## src/hdl/rss_pkg.sv

```systemverilog
package rss_pkg;

  // default coordinate width
  localparam int unsigned COORD_BITS_DEF = 16;

  // strip codes in emission order
  typedef enum logic [1:0] {
    SIDE_TOP    = 2'd0,
    SIDE_BOTTOM = 2'd1,
    SIDE_LEFT   = 2'd2,
    SIDE_RIGHT  = 2'd3
  } side_e;

  // number of candidate strips per item
  localparam int unsigned NUM_STRIPS = 4;

  // control flags of one picked result
  typedef struct packed {
    side_e side;
    logic  empty;
    logic  last;
  } pick_t;

endpackage

```

## src/hdl/rss_strip_pick.sv

```systemverilog
module rss_strip_pick import rss_pkg::*; #(
  parameter int unsigned COORD_BITS = COORD_BITS_DEF
) (
  input  logic signed [COORD_BITS-1:0] ol_i,
  input  logic signed [COORD_BITS-1:0] ot_i,
  input  logic signed [COORD_BITS-1:0] or_i,
  input  logic signed [COORD_BITS-1:0] ob_i,
  input  logic signed [COORD_BITS-1:0] il_i,
  input  logic signed [COORD_BITS-1:0] it_i,
  input  logic signed [COORD_BITS-1:0] ir_i,
  input  logic signed [COORD_BITS-1:0] ib_i,
  input  logic [NUM_STRIPS-1:0]        sent_i,
  output logic [NUM_STRIPS-1:0]        cond_o,
  output logic [NUM_STRIPS-1:0]        pick_mask_o,
  output logic signed [COORD_BITS-1:0] sl_o,
  output logic signed [COORD_BITS-1:0] st_o,
  output logic signed [COORD_BITS-1:0] sr_o,
  output logic signed [COORD_BITS-1:0] sb_o,
  output pick_t                        pick_o
);

  localparam logic signed [COORD_BITS-1:0] One = COORD_BITS'(1);

  logic [NUM_STRIPS-1:0] rem;
  logic [NUM_STRIPS-1:0] lsb;
  logic [NUM_STRIPS-1:0] rest;

  // strip existence tests
  always_comb begin
    cond_o[SIDE_TOP]    = ot_i < it_i;
    cond_o[SIDE_BOTTOM] = ib_i < ob_i;
    cond_o[SIDE_LEFT]   = ol_i < il_i;
    cond_o[SIDE_RIGHT]  = ir_i < or_i;
  end

  // lowest strip not yet sent, and whether any follows it
  assign rem         = cond_o & ~sent_i;
  assign lsb         = rem & (~rem + NUM_STRIPS'(1));
  assign rest        = rem & ~lsb;
  assign pick_mask_o = lsb;

  // corners of the picked strip
  always_comb begin
    sl_o         = '0;
    st_o         = '0;
    sr_o         = '0;
    sb_o         = '0;
    pick_o.side  = SIDE_TOP;
    pick_o.empty = 1'b0;
    pick_o.last  = (rest == '0);
    if (cond_o == '0) begin
      pick_o.empty = 1'b1;
      pick_o.last  = 1'b1;
    end else if (lsb[SIDE_TOP]) begin
      sl_o        = ol_i;
      st_o        = ot_i;
      sr_o        = or_i;
      sb_o        = it_i - One;
      pick_o.side = SIDE_TOP;
    end else if (lsb[SIDE_BOTTOM]) begin
      sl_o        = ol_i;
      st_o        = ib_i + One;
      sr_o        = or_i;
      sb_o        = ob_i;
      pick_o.side = SIDE_BOTTOM;
    end else if (lsb[SIDE_LEFT]) begin
      sl_o        = ol_i;
      st_o        = it_i;
      sr_o        = il_i - One;
      sb_o        = ib_i;
      pick_o.side = SIDE_LEFT;
    end else begin
      sl_o        = ir_i + One;
      st_o        = it_i;
      sr_o        = or_i;
      sb_o        = ib_i;
      pick_o.side = SIDE_RIGHT;
    end
  end

endmodule

```

## src/hdl/rect_subtract_strips.sv

```systemverilog
// Cuts an inner rectangle out of an outer one (inclusive signed corners) and
// delivers the remaining strips in the order top, bottom, left, right, one
// result item per cycle while out_stall_i is low (the result register takes
// one result per cycle); the final result of each input item has last set, and
// an item leaving nothing gives a single result with empty_res and last set.
// An item (one to four results) is held in the input register, and the next
// item is taken in the cycle that the final result of the current one moves
// into the result register, so back-to-back items with one result each run at
// one item per cycle while out_stall_i is low. The inner rectangle is not
// clipped and corner order is not checked.
module rect_subtract_strips import rss_pkg::*; #(
  parameter int unsigned COORD_BITS = COORD_BITS_DEF
) (
  input  logic                         clk_i,
  input  logic                         rst_ni,
  input  logic                         in_valid_i,
  output logic                         in_stall_o,
  input  logic signed [COORD_BITS-1:0] outer_left_i,
  input  logic signed [COORD_BITS-1:0] outer_top_i,
  input  logic signed [COORD_BITS-1:0] outer_right_i,
  input  logic signed [COORD_BITS-1:0] outer_bottom_i,
  input  logic signed [COORD_BITS-1:0] inner_left_i,
  input  logic signed [COORD_BITS-1:0] inner_top_i,
  input  logic signed [COORD_BITS-1:0] inner_right_i,
  input  logic signed [COORD_BITS-1:0] inner_bottom_i,
  output logic                         out_valid_o,
  input  logic                         out_stall_i,
  output logic signed [COORD_BITS-1:0] strip_left_o,
  output logic signed [COORD_BITS-1:0] strip_top_o,
  output logic signed [COORD_BITS-1:0] strip_right_o,
  output logic signed [COORD_BITS-1:0] strip_bottom_o,
  output logic [1:0]                   strip_side_o,
  output logic                         empty_res_o,
  output logic                         last_o
);

  logic signed [COORD_BITS-1:0] ol_q, ot_q, or_q, ob_q;
  logic signed [COORD_BITS-1:0] il_q, it_q, ir_q, ib_q;
  logic                         in_vld_q;
  logic [NUM_STRIPS-1:0]        sent_q, sent_d;

  logic [NUM_STRIPS-1:0]        cond;
  logic [NUM_STRIPS-1:0]        pick_mask;
  logic signed [COORD_BITS-1:0] sl, st, sr, sb;
  pick_t                        pick;

  logic                         out_vld_q;
  logic signed [COORD_BITS-1:0] sl_q, st_q, sr_q, sb_q;
  pick_t                        res_q;

  logic                         out_free;
  logic                         emit;
  logic                         done;
  logic                         in_acc;

  // handshake glue
  assign out_free   = !out_vld_q || !out_stall_i;
  assign emit       = in_vld_q && out_free;
  assign done       = emit && pick.last;
  assign in_stall_o = in_vld_q && !done;
  assign in_acc     = in_valid_i && !in_stall_o;

  // strip selection on the held item
  rss_strip_pick #(
    .COORD_BITS(COORD_BITS)
  ) u_pick (
    .ol_i       (ol_q),
    .ot_i       (ot_q),
    .or_i       (or_q),
    .ob_i       (ob_q),
    .il_i       (il_q),
    .it_i       (it_q),
    .ir_i       (ir_q),
    .ib_i       (ib_q),
    .sent_i     (sent_q),
    .cond_o     (cond),
    .pick_mask_o(pick_mask),
    .sl_o       (sl),
    .st_o       (st),
    .sr_o       (sr),
    .sb_o       (sb),
    .pick_o     (pick)
  );

  // strips already delivered for the held item
  always_comb begin
    sent_d = sent_q;
    if (in_acc) begin
      sent_d = '0;
    end else if (emit) begin
      sent_d = sent_q | pick_mask;
    end
  end

  // input register control
  always_ff @(posedge clk_i or negedge rst_ni) begin
    if (!rst_ni) begin
      in_vld_q <= 1'b0;
      sent_q   <= '0;
    end else begin
      sent_q <= sent_d;
      if (in_acc) begin
        in_vld_q <= 1'b1;
      end else if (done) begin
        in_vld_q <= 1'b0;
      end
    end
  end

  // input register payload
  always_ff @(posedge clk_i) begin
    if (in_acc) begin
      ol_q <= outer_left_i;
      ot_q <= outer_top_i;
      or_q <= outer_right_i;
      ob_q <= outer_bottom_i;
      il_q <= inner_left_i;
      it_q <= inner_top_i;
      ir_q <= inner_right_i;
      ib_q <= inner_bottom_i;
    end
  end

  // result register control
  always_ff @(posedge clk_i or negedge rst_ni) begin
    if (!rst_ni) begin
      out_vld_q <= 1'b0;
    end else if (out_free) begin
      out_vld_q <= emit;
    end
  end

  // result register payload
  always_ff @(posedge clk_i) begin
    if (emit) begin
      sl_q  <= sl;
      st_q  <= st;
      sr_q  <= sr;
      sb_q  <= sb;
      res_q <= pick;
    end
  end

  assign out_valid_o    = out_vld_q;
  assign strip_left_o   = sl_q;
  assign strip_top_o    = st_q;
  assign strip_right_o  = sr_q;
  assign strip_bottom_o = sb_q;
  assign strip_side_o   = res_q.side;
  assign empty_res_o    = res_q.empty;
  assign last_o         = res_q.last;

  // a new item only enters once the held one has given its final result
  a_accept_when_done: assert property (@(posedge clk_i) disable iff (!rst_ni)
    in_acc |-> (!in_vld_q || done))
    else $error("item accepted while previous item still pending");

  // delivered strips are always a subset of the existing ones
  a_sent_subset: assert property (@(posedge clk_i) disable iff (!rst_ni)
    in_vld_q |-> ((sent_q & ~cond) == '0))
    else $error("strip marked sent that does not exist");

  // a picked result always lands in the result register
  a_emit_lands: assert property (@(posedge clk_i) disable iff (!rst_ni)
    emit |=> out_vld_q)
    else $error("picked result lost");

  // an empty result is always the final one
  a_empty_last: assert property (@(posedge clk_i) disable iff (!rst_ni)
    (out_vld_q && res_q.empty) |-> res_q.last)
    else $error("empty result without last");

endmodule

```

## config.mk

```make
export PLATFORM = sky130hd
export DESIGN_NAME = rect_subtract_strips
export DESIGN_NICKNAME = d
export VERILOG_FILES = /design/src/hdl/rss_pkg.sv /design/src/hdl/rss_strip_pick.sv /design/src/hdl/rect_subtract_strips.sv
export SDC_FILE = /design/constraint.sdc
export NUM_CORES = 1
export LEC_CHECK = 0
export ABC_CLOCK_PERIOD_IN_PS = 20800
export BUFFER_PORTS_ARGS = -buffer_cell sky130_fd_sc_hd__buf_2
export CORE_ASPECT_RATIO = 0.75
export CORE_MARGIN = 4
export CORE_UTILIZATION = 60
export DETAILED_ROUTE_END_ITERATION = 7
export PLACE_DENSITY_LB_ADDON = 0.3
export SYNTH_ARGS = -nofsm -noshare
export SYNTH_HDL_FRONTEND = slang
export SYNTH_SLANG_ARGS = --single-unit
```

## constraint.sdc

```tcl
create_clock -name clk_i -period 20.8 [get_ports clk_i]
set_input_delay 2.08 -clock clk_i [delete_from_list [all_inputs] [get_ports clk_i]]
set_output_delay 2.08 -clock clk_i [all_outputs]
set_load 0.01 [all_outputs]
```

After elaboration in Yosys (flattened, before gate mapping)
Index checks and enable logic that the tools add are counted.
{ "classes": {"addsub": 5, "order_cmp": 4, "muxes": 17, "bitwise_logic": 7, "n_reduce_logical": 15} }
{ "ops": {"columns": ["operator", "count"], "rows": [
  ["2-to-1 mux 16 bit", 10],
  ["< comparator 16 bit", 4],
  ["adder 16 x 2 -> 16 bit (second input constant)", 2],
  ["subtractor 16 x 2 -> 16 bit (second input constant)", 2],
  ["AND 4 bit", 3],
  ["NOT 4 bit", 3],
  ["logical NOT 4 bit", 2],
  ["2-to-1 mux 4 bit", 2],
  ["adder 4 x 1 -> 4 bit (second input constant)", 1],
  ["logical AND 1 bit", 4],
  ["logical NOT 1 bit", 4],
  ["2-to-1 mux 1 bit", 4],
  ["OR 4 bit", 1],
  ["nonzero test 2 bit", 2],
  ["OR reduction 3 bit", 1],
  ["2-to-1 mux 2 bit", 1],
  ["OR reduction 2 bit", 1],
  ["logical OR 1 bit", 1]
]} }
{ "word_totals": {"register_bits": 202, "input_bits": 132, "output_inout_bits": 70, "word_cells": 67} }

Longest topological paths before layout
{ "depth": {"ltp_word": 15, "ltp_mapped": 12, "mapped_depth_nobuf": 10} }

Cells and area by module
Synthesis repeated with hierarchy kept, for this count alone.
{ "hier_totals": {"cells_unflattened": 825, "hier_area_um2": 10099.7} }
{ "by_module_without_submodules": {"columns": ["module", "n_inst", "cells_per_inst", "area_each_um2", "seq_area_each_um2"], "rows": [
  ["rect_subtract_strips", 1, 222, 6173.4, 6035.8],
  ["rss_strip_pick", 1, 603, 3926.3, 0.0]
]} }

Least setup slack after synthesis
OpenSTA, ideal clock, no wires.
{ "synth_path": {"path_type": "reg-to-reg", "start": "register it_q[2]", "end": "register ib_q[0] (enable)", "setup_ns": 0.617, "t_arrival_ns": 7.802, "t_required_ns": 20.183, "slack_ns": 12.381, "stages_incl_launch_ff": 12, "path_buffers": 1, "period_less_slack_ns": 8.419, "cell_sequence": "edfxtp_1 -> inv_1 -> ha_1 -> a211oi_1 -> o21ai_0 -> a41oi_1 -> o311a_1 -> mux2i_1 -> and3_1 -> buf_2 -> o41ai_4 -> nor2_1"} }
{ "synth_between": {"elab_chain_cells": 14, "elab_cells_between_ends": 15, "cone_classes": "1 x add/sub; 1 x order compare; 1 x mux; 5 x bitwise; 7 x reduce/logical"} }
{ "synth_lines": {"columns": ["element", "line", "text"], "rows": [
  ["start, declared", "rect_subtract_strips.sv:38", "logic signed [COORD_BITS-1:0] il_q, it_q, ir_q, ib_q;"],
  ["start signal, assigned", "rect_subtract_strips.sv:118", "it_q <= inner_top_i;"],
  ["< comparator 16 bit *", "rss_strip_pick.sv:30", "cond_o[SIDE_TOP] = ot_i < it_i;"],
  ["AND 4 bit", "rss_strip_pick.sv:37", "assign rem = cond_o & ~sent_i;"],
  ["NOT 4 bit", "rss_strip_pick.sv:38", "assign lsb = rem & (~rem + NUM_STRIPS'(1));"],
  ["adder 4 x 1 -> 4 bit", "rss_strip_pick.sv:38", null],
  ["AND 4 bit", "rss_strip_pick.sv:38", null],
  ["NOT 4 bit", "rss_strip_pick.sv:39", "assign rest = rem & ~lsb;"],
  ["AND 4 bit", "rss_strip_pick.sv:39", null],
  ["logical NOT 4 bit", "rss_strip_pick.sv:50", "pick_o.last = (rest == '0);"],
  ["2-to-1 mux 2 bit *", "rss_strip_pick.sv:51", "if (cond_o == '0) begin"],
  ["logical AND 1 bit *", "rect_subtract_strips.sv:59", "assign done = emit && pick.last;"],
  ["logical NOT 1 bit *", "rect_subtract_strips.sv:60", "assign in_stall_o = in_vld_q && !done;"],
  ["logical AND 1 bit *", "rect_subtract_strips.sv:60", null],
  ["named net in_stall_o", "rect_subtract_strips.sv:17", "output logic in_stall_o,"],
  ["logical NOT 1 bit *", "rect_subtract_strips.sv:61", "assign in_acc = in_valid_i && !in_stall_o;"],
  ["logical AND 1 bit *", "rect_subtract_strips.sv:61", null],
  ["named net in_acc", "rect_subtract_strips.sv:54", "logic in_acc;"],
  ["end signal, assigned", "rect_subtract_strips.sv:120", "ib_q <= inner_bottom_i;"],
  ["end, declared", "rect_subtract_strips.sv:38", null]
]} }
The timed path passes the listed nets; every way through them passes the cells marked *.
A chain may end at the register's enable or synchronous reset.

Worst setup path after layout
{ "layout_path": {"start": "register ib_q[2]", "end": "output in_stall_o"} }
{ "layout_between": {"elab_chain_cells": 12, "elab_cells_between_ends": 13, "cone_classes": "1 x add/sub; 1 x order compare; 1 x mux; 5 x bitwise; 5 x reduce/logical"} }
{ "layout_lines": {"columns": ["element", "line", "text"], "rows": [
  ["< comparator 16 bit *", "rss_strip_pick.sv:31", "cond_o[SIDE_BOTTOM] = ib_i < ob_i;"],
  ["AND 4 bit", "rss_strip_pick.sv:37", null],
  ["NOT 4 bit", "rss_strip_pick.sv:38", null],
  ["adder 4 x 1 -> 4 bit", "rss_strip_pick.sv:38", null],
  ["AND 4 bit", "rss_strip_pick.sv:38", null],
  ["NOT 4 bit", "rss_strip_pick.sv:39", null],
  ["AND 4 bit", "rss_strip_pick.sv:39", null],
  ["logical NOT 4 bit", "rss_strip_pick.sv:50", null],
  ["2-to-1 mux 2 bit *", "rss_strip_pick.sv:51", null],
  ["logical AND 1 bit *", "rect_subtract_strips.sv:59", null],
  ["logical NOT 1 bit *", "rect_subtract_strips.sv:60", null],
  ["logical AND 1 bit *", "rect_subtract_strips.sv:60", null],
  ["end, declared", "rect_subtract_strips.sv:17", null]
]} }
Every way passes the cells marked *; elsewhere a longest branch is shown, timed or not.

==> flow_summary.ini <==
[clocking]
cts_root_buffer = clkbuf_16
worstSkewPairLatency_ns = 0.49
clk_path_buf_depth = 3
cts.sinks = 202
cts_tree = built
h-tree-depth = 1
cts_setup_buffers = 0
cts_resized = 0
cts_made_buffers = 20
clk_pin_slew_ns = 0.06
hold_buffers = 0

[sta]
fin_tns_setup_ns = 0
finalSetupViolCount = 0
fmax_ghz = 0.164
final-hold-violation-count = 0
slew_headroom_pct = 17.7
period_share_pct = 29.3
rsz0062_at_grt = false
fin_skew_ns = 0.0156
hold_slack_ns = 0.528
period_minus_slack_ns = 6.09
worst_pin_slew_ns = 1.22
drv_slew = 0

[worst_setup_path]
path_cells = ha_1 > a2111oi_0 > nand4b_1 > and4_1 > nor2_1 > buf_4 > o221a_2 > o41ai_4 > buf_2
critPathSlowestCell = a2111oi_0
path_class = reg -> out
worst-path-stages = 9
r2r-start = ir_q[1]
r2r_end = strip_right_o[15]
cpPeakStageDelay_ns = 0.87
crit_end = in_stall_o
reg2reg_setup_slack_ns = 16.37
worstPathMaxFanout = 20
critPathBufInv = 2
required_ns = 18.72
cp-startpoint = ib_q[2]
end_kind = output port
worst-r2r-cell-count = 8
cp_top_family = compound AO/OA/AOI/OAI gates
startpoint_type = register
crit_arrival_ns = 4.01

[run]
max_cap_viol_count = 0

[floorplan]
start_util_pct = 61.8
core.rowCount = 40
core_sq_um = 16100
ios = 202
die-area_sq_um = 18700
die_h_microns = 120
dieWidth_microns = 157

[finish]
final_common_cell = buf_2
nNetsFinal = 1213
syn_to_final_growth_pct = 18.8
nFillCells = 1121
drive_above_1_share_pct = 23.9
final_cell_mix = buf_2 (201), edfxtp_1 (196), nand2_1 (84)
seqCellArea_sq_um = 6040
multi_input_area_sq_um = 3600
num_antenna_cells = 0

[status]
status = completed

[drt]
dr.pass1.iters = 5
met3RoutedLength_microns = 2350
antenna_left = 0
drc = 0
drtIter0Drc = 676
vias = 7186
post_drt_wl_per_cell_microns = 19.1
via_per_inst = 5.79
wl_met2_microns = 10900
wl_microns = 23700
met1Wirelength_microns = 10100
routed.top_layer = met4

[synthesis]
synth_area_sq_um = 9950
synth_flop_cell = edfxtp_1
avgSynthCellArea_sq_um = 12.2
ys_async_sr_fraction_pct = 2.97
ys_warn_count = 0
synth_edf_count = 196
synthCells = 815
ys_seq_area_share_pct = 60.6
synth_top_area_share_pct = 59.1
syn_nets = 1011
netlist-cell-type-count = 50
synth_area_leader_cell = edfxtp_1
ys_ff_latch = 202
ys_top_cells_by_area = edfxtp_1 (59%), ha_1 (8.0%), nand2_1 (3.2%)

[global_routing]
grt_pass1_wl_microns = 36500
grt_max_degree = 73
gr-usage-all-layers_pct = 24.8
overflow = 0
grt_antenna_before_repair = 0
grt_pass1_vias = 6831

[placed_design]
port-buffer-count = 201
hpwl_microns = 17100
globalplace.congestion = 0.903

[pwr]
swShare_pct = 39.8
p_sw_mw = 0.830
p_int_mw = 1.25
power_frac_seq_pct = 39.1
p_comb_share_pct = 44.4
p_clk_share_pct = 16.5
ir_drop_uv = 117
finalPower_mw = 2.08
leakagePower_nw = 4.82
power_per_cell_area_nw_per_um2 = 176

[worst_hold_path]
hp-class = reg -> reg
synth_stat cells (10+ instances only):
cell type,number
nand3_1,25
nand2b_1,10
a21oi_1,33
nand4_1,15
nor2_1,77
xnor2_1,36
a211oi_1,31
edfxtp_1,196
inv_1,65
nand2_1,84
nor3_1,10
a311oi_1,17
xor2_1,17
and3_1,15
o211ai_1,14
ha_1,64
clkbuf_1,20
power by group through the flow:
stage          logic (mW)  clock network, mW  registers [mW]
2_1_floorplan       0.592                  0           0.862
3_3_place_gp        0.894                  0           0.815
3_5_place_dp        0.921                  0           0.819
4_1_cts             0.927              0.352           0.815
5_1_grt              1.03              0.369           0.833
6_report            0.924              0.344           0.815
layout make-up:
| cell class | instances | area share (%) |
|---|---|---|
| clock inverter | 10 | 0.645 |
| multi-input combinational | 519 | 30.4 |
| tap | 210 | 2.22 |
| timing repair buffer | 209 | 9.01 |
| clock buffer | 26 | 4.60 |
| inverter | 65 | 2.06 |
| sequential | 202 | 51.0 |
logic make-up after synthesis:
kind of cell             Yosys count  share of synthesized area [%]
XOR/XNOR                          53                           4.66
AND/OR/NAND/NOR                  258                           12.0
flip-flops                       202                           60.6
AO/OA/AOI/OAI                    133                           9.86
adder cells (fa/ha/maj)           65                           8.15
multiplexers                      10                           1.03
buffers and inverters             94                           3.66
through the flow:
step / cell area (sq um) / instances / setup WS [ns] / util (%)
global route: 11800 / 1241 / 14.47 / 73.4
finish: 11800 / 1241 / 14.71 / 73.4
detailed placement: 11200 / 1205 / 15.29 / 69.5
CTS: 11800 / 1241 / 14.74 / 73.4
global placement: 11200 / 1205 / 15.33 / 69.5
floorplan: 9950 / 815 / 12.38 / -
worst register-to-register path: stages, from the launching register on:
cell and delay, ns:
edfxtp_1 0.42, ha_1 0.31, a2111oi_0 0.81, o31ai_1 0.19
a211o_1 0.35, mux2i_1 0.21, nor4_4 1.07, buf_4 0.62
o31ai_1 0.17
metal layers:
| layer | GRT usage, % | vias to the layer above |
|---|---|---|
| li1 | - | 3414 |
| met1 | 37.5 | 3364 |
| met2 | 37.9 | 378 |
| met3 | 5.16 | 30 |
| met4 | 4.55 | 0 |
| met5 | 0 | - |
worst min-delay path by stage:
stage / cells after the start / to / start
final: 1 / sent_q[2] / sent_q[2]
after global routing: 1 / sent_q[2] / sent_q[2]
after CTS: 1 / sent_q[2] / sent_q[2]
after detailed placement: 1 / sent_q[2] / sent_q[2]
after global placement: 1 / sent_q[2] / sent_q[2]
after floorplan: 2 / out_valid_o / in_vld_q
Power figures use the tool's default switching activity.
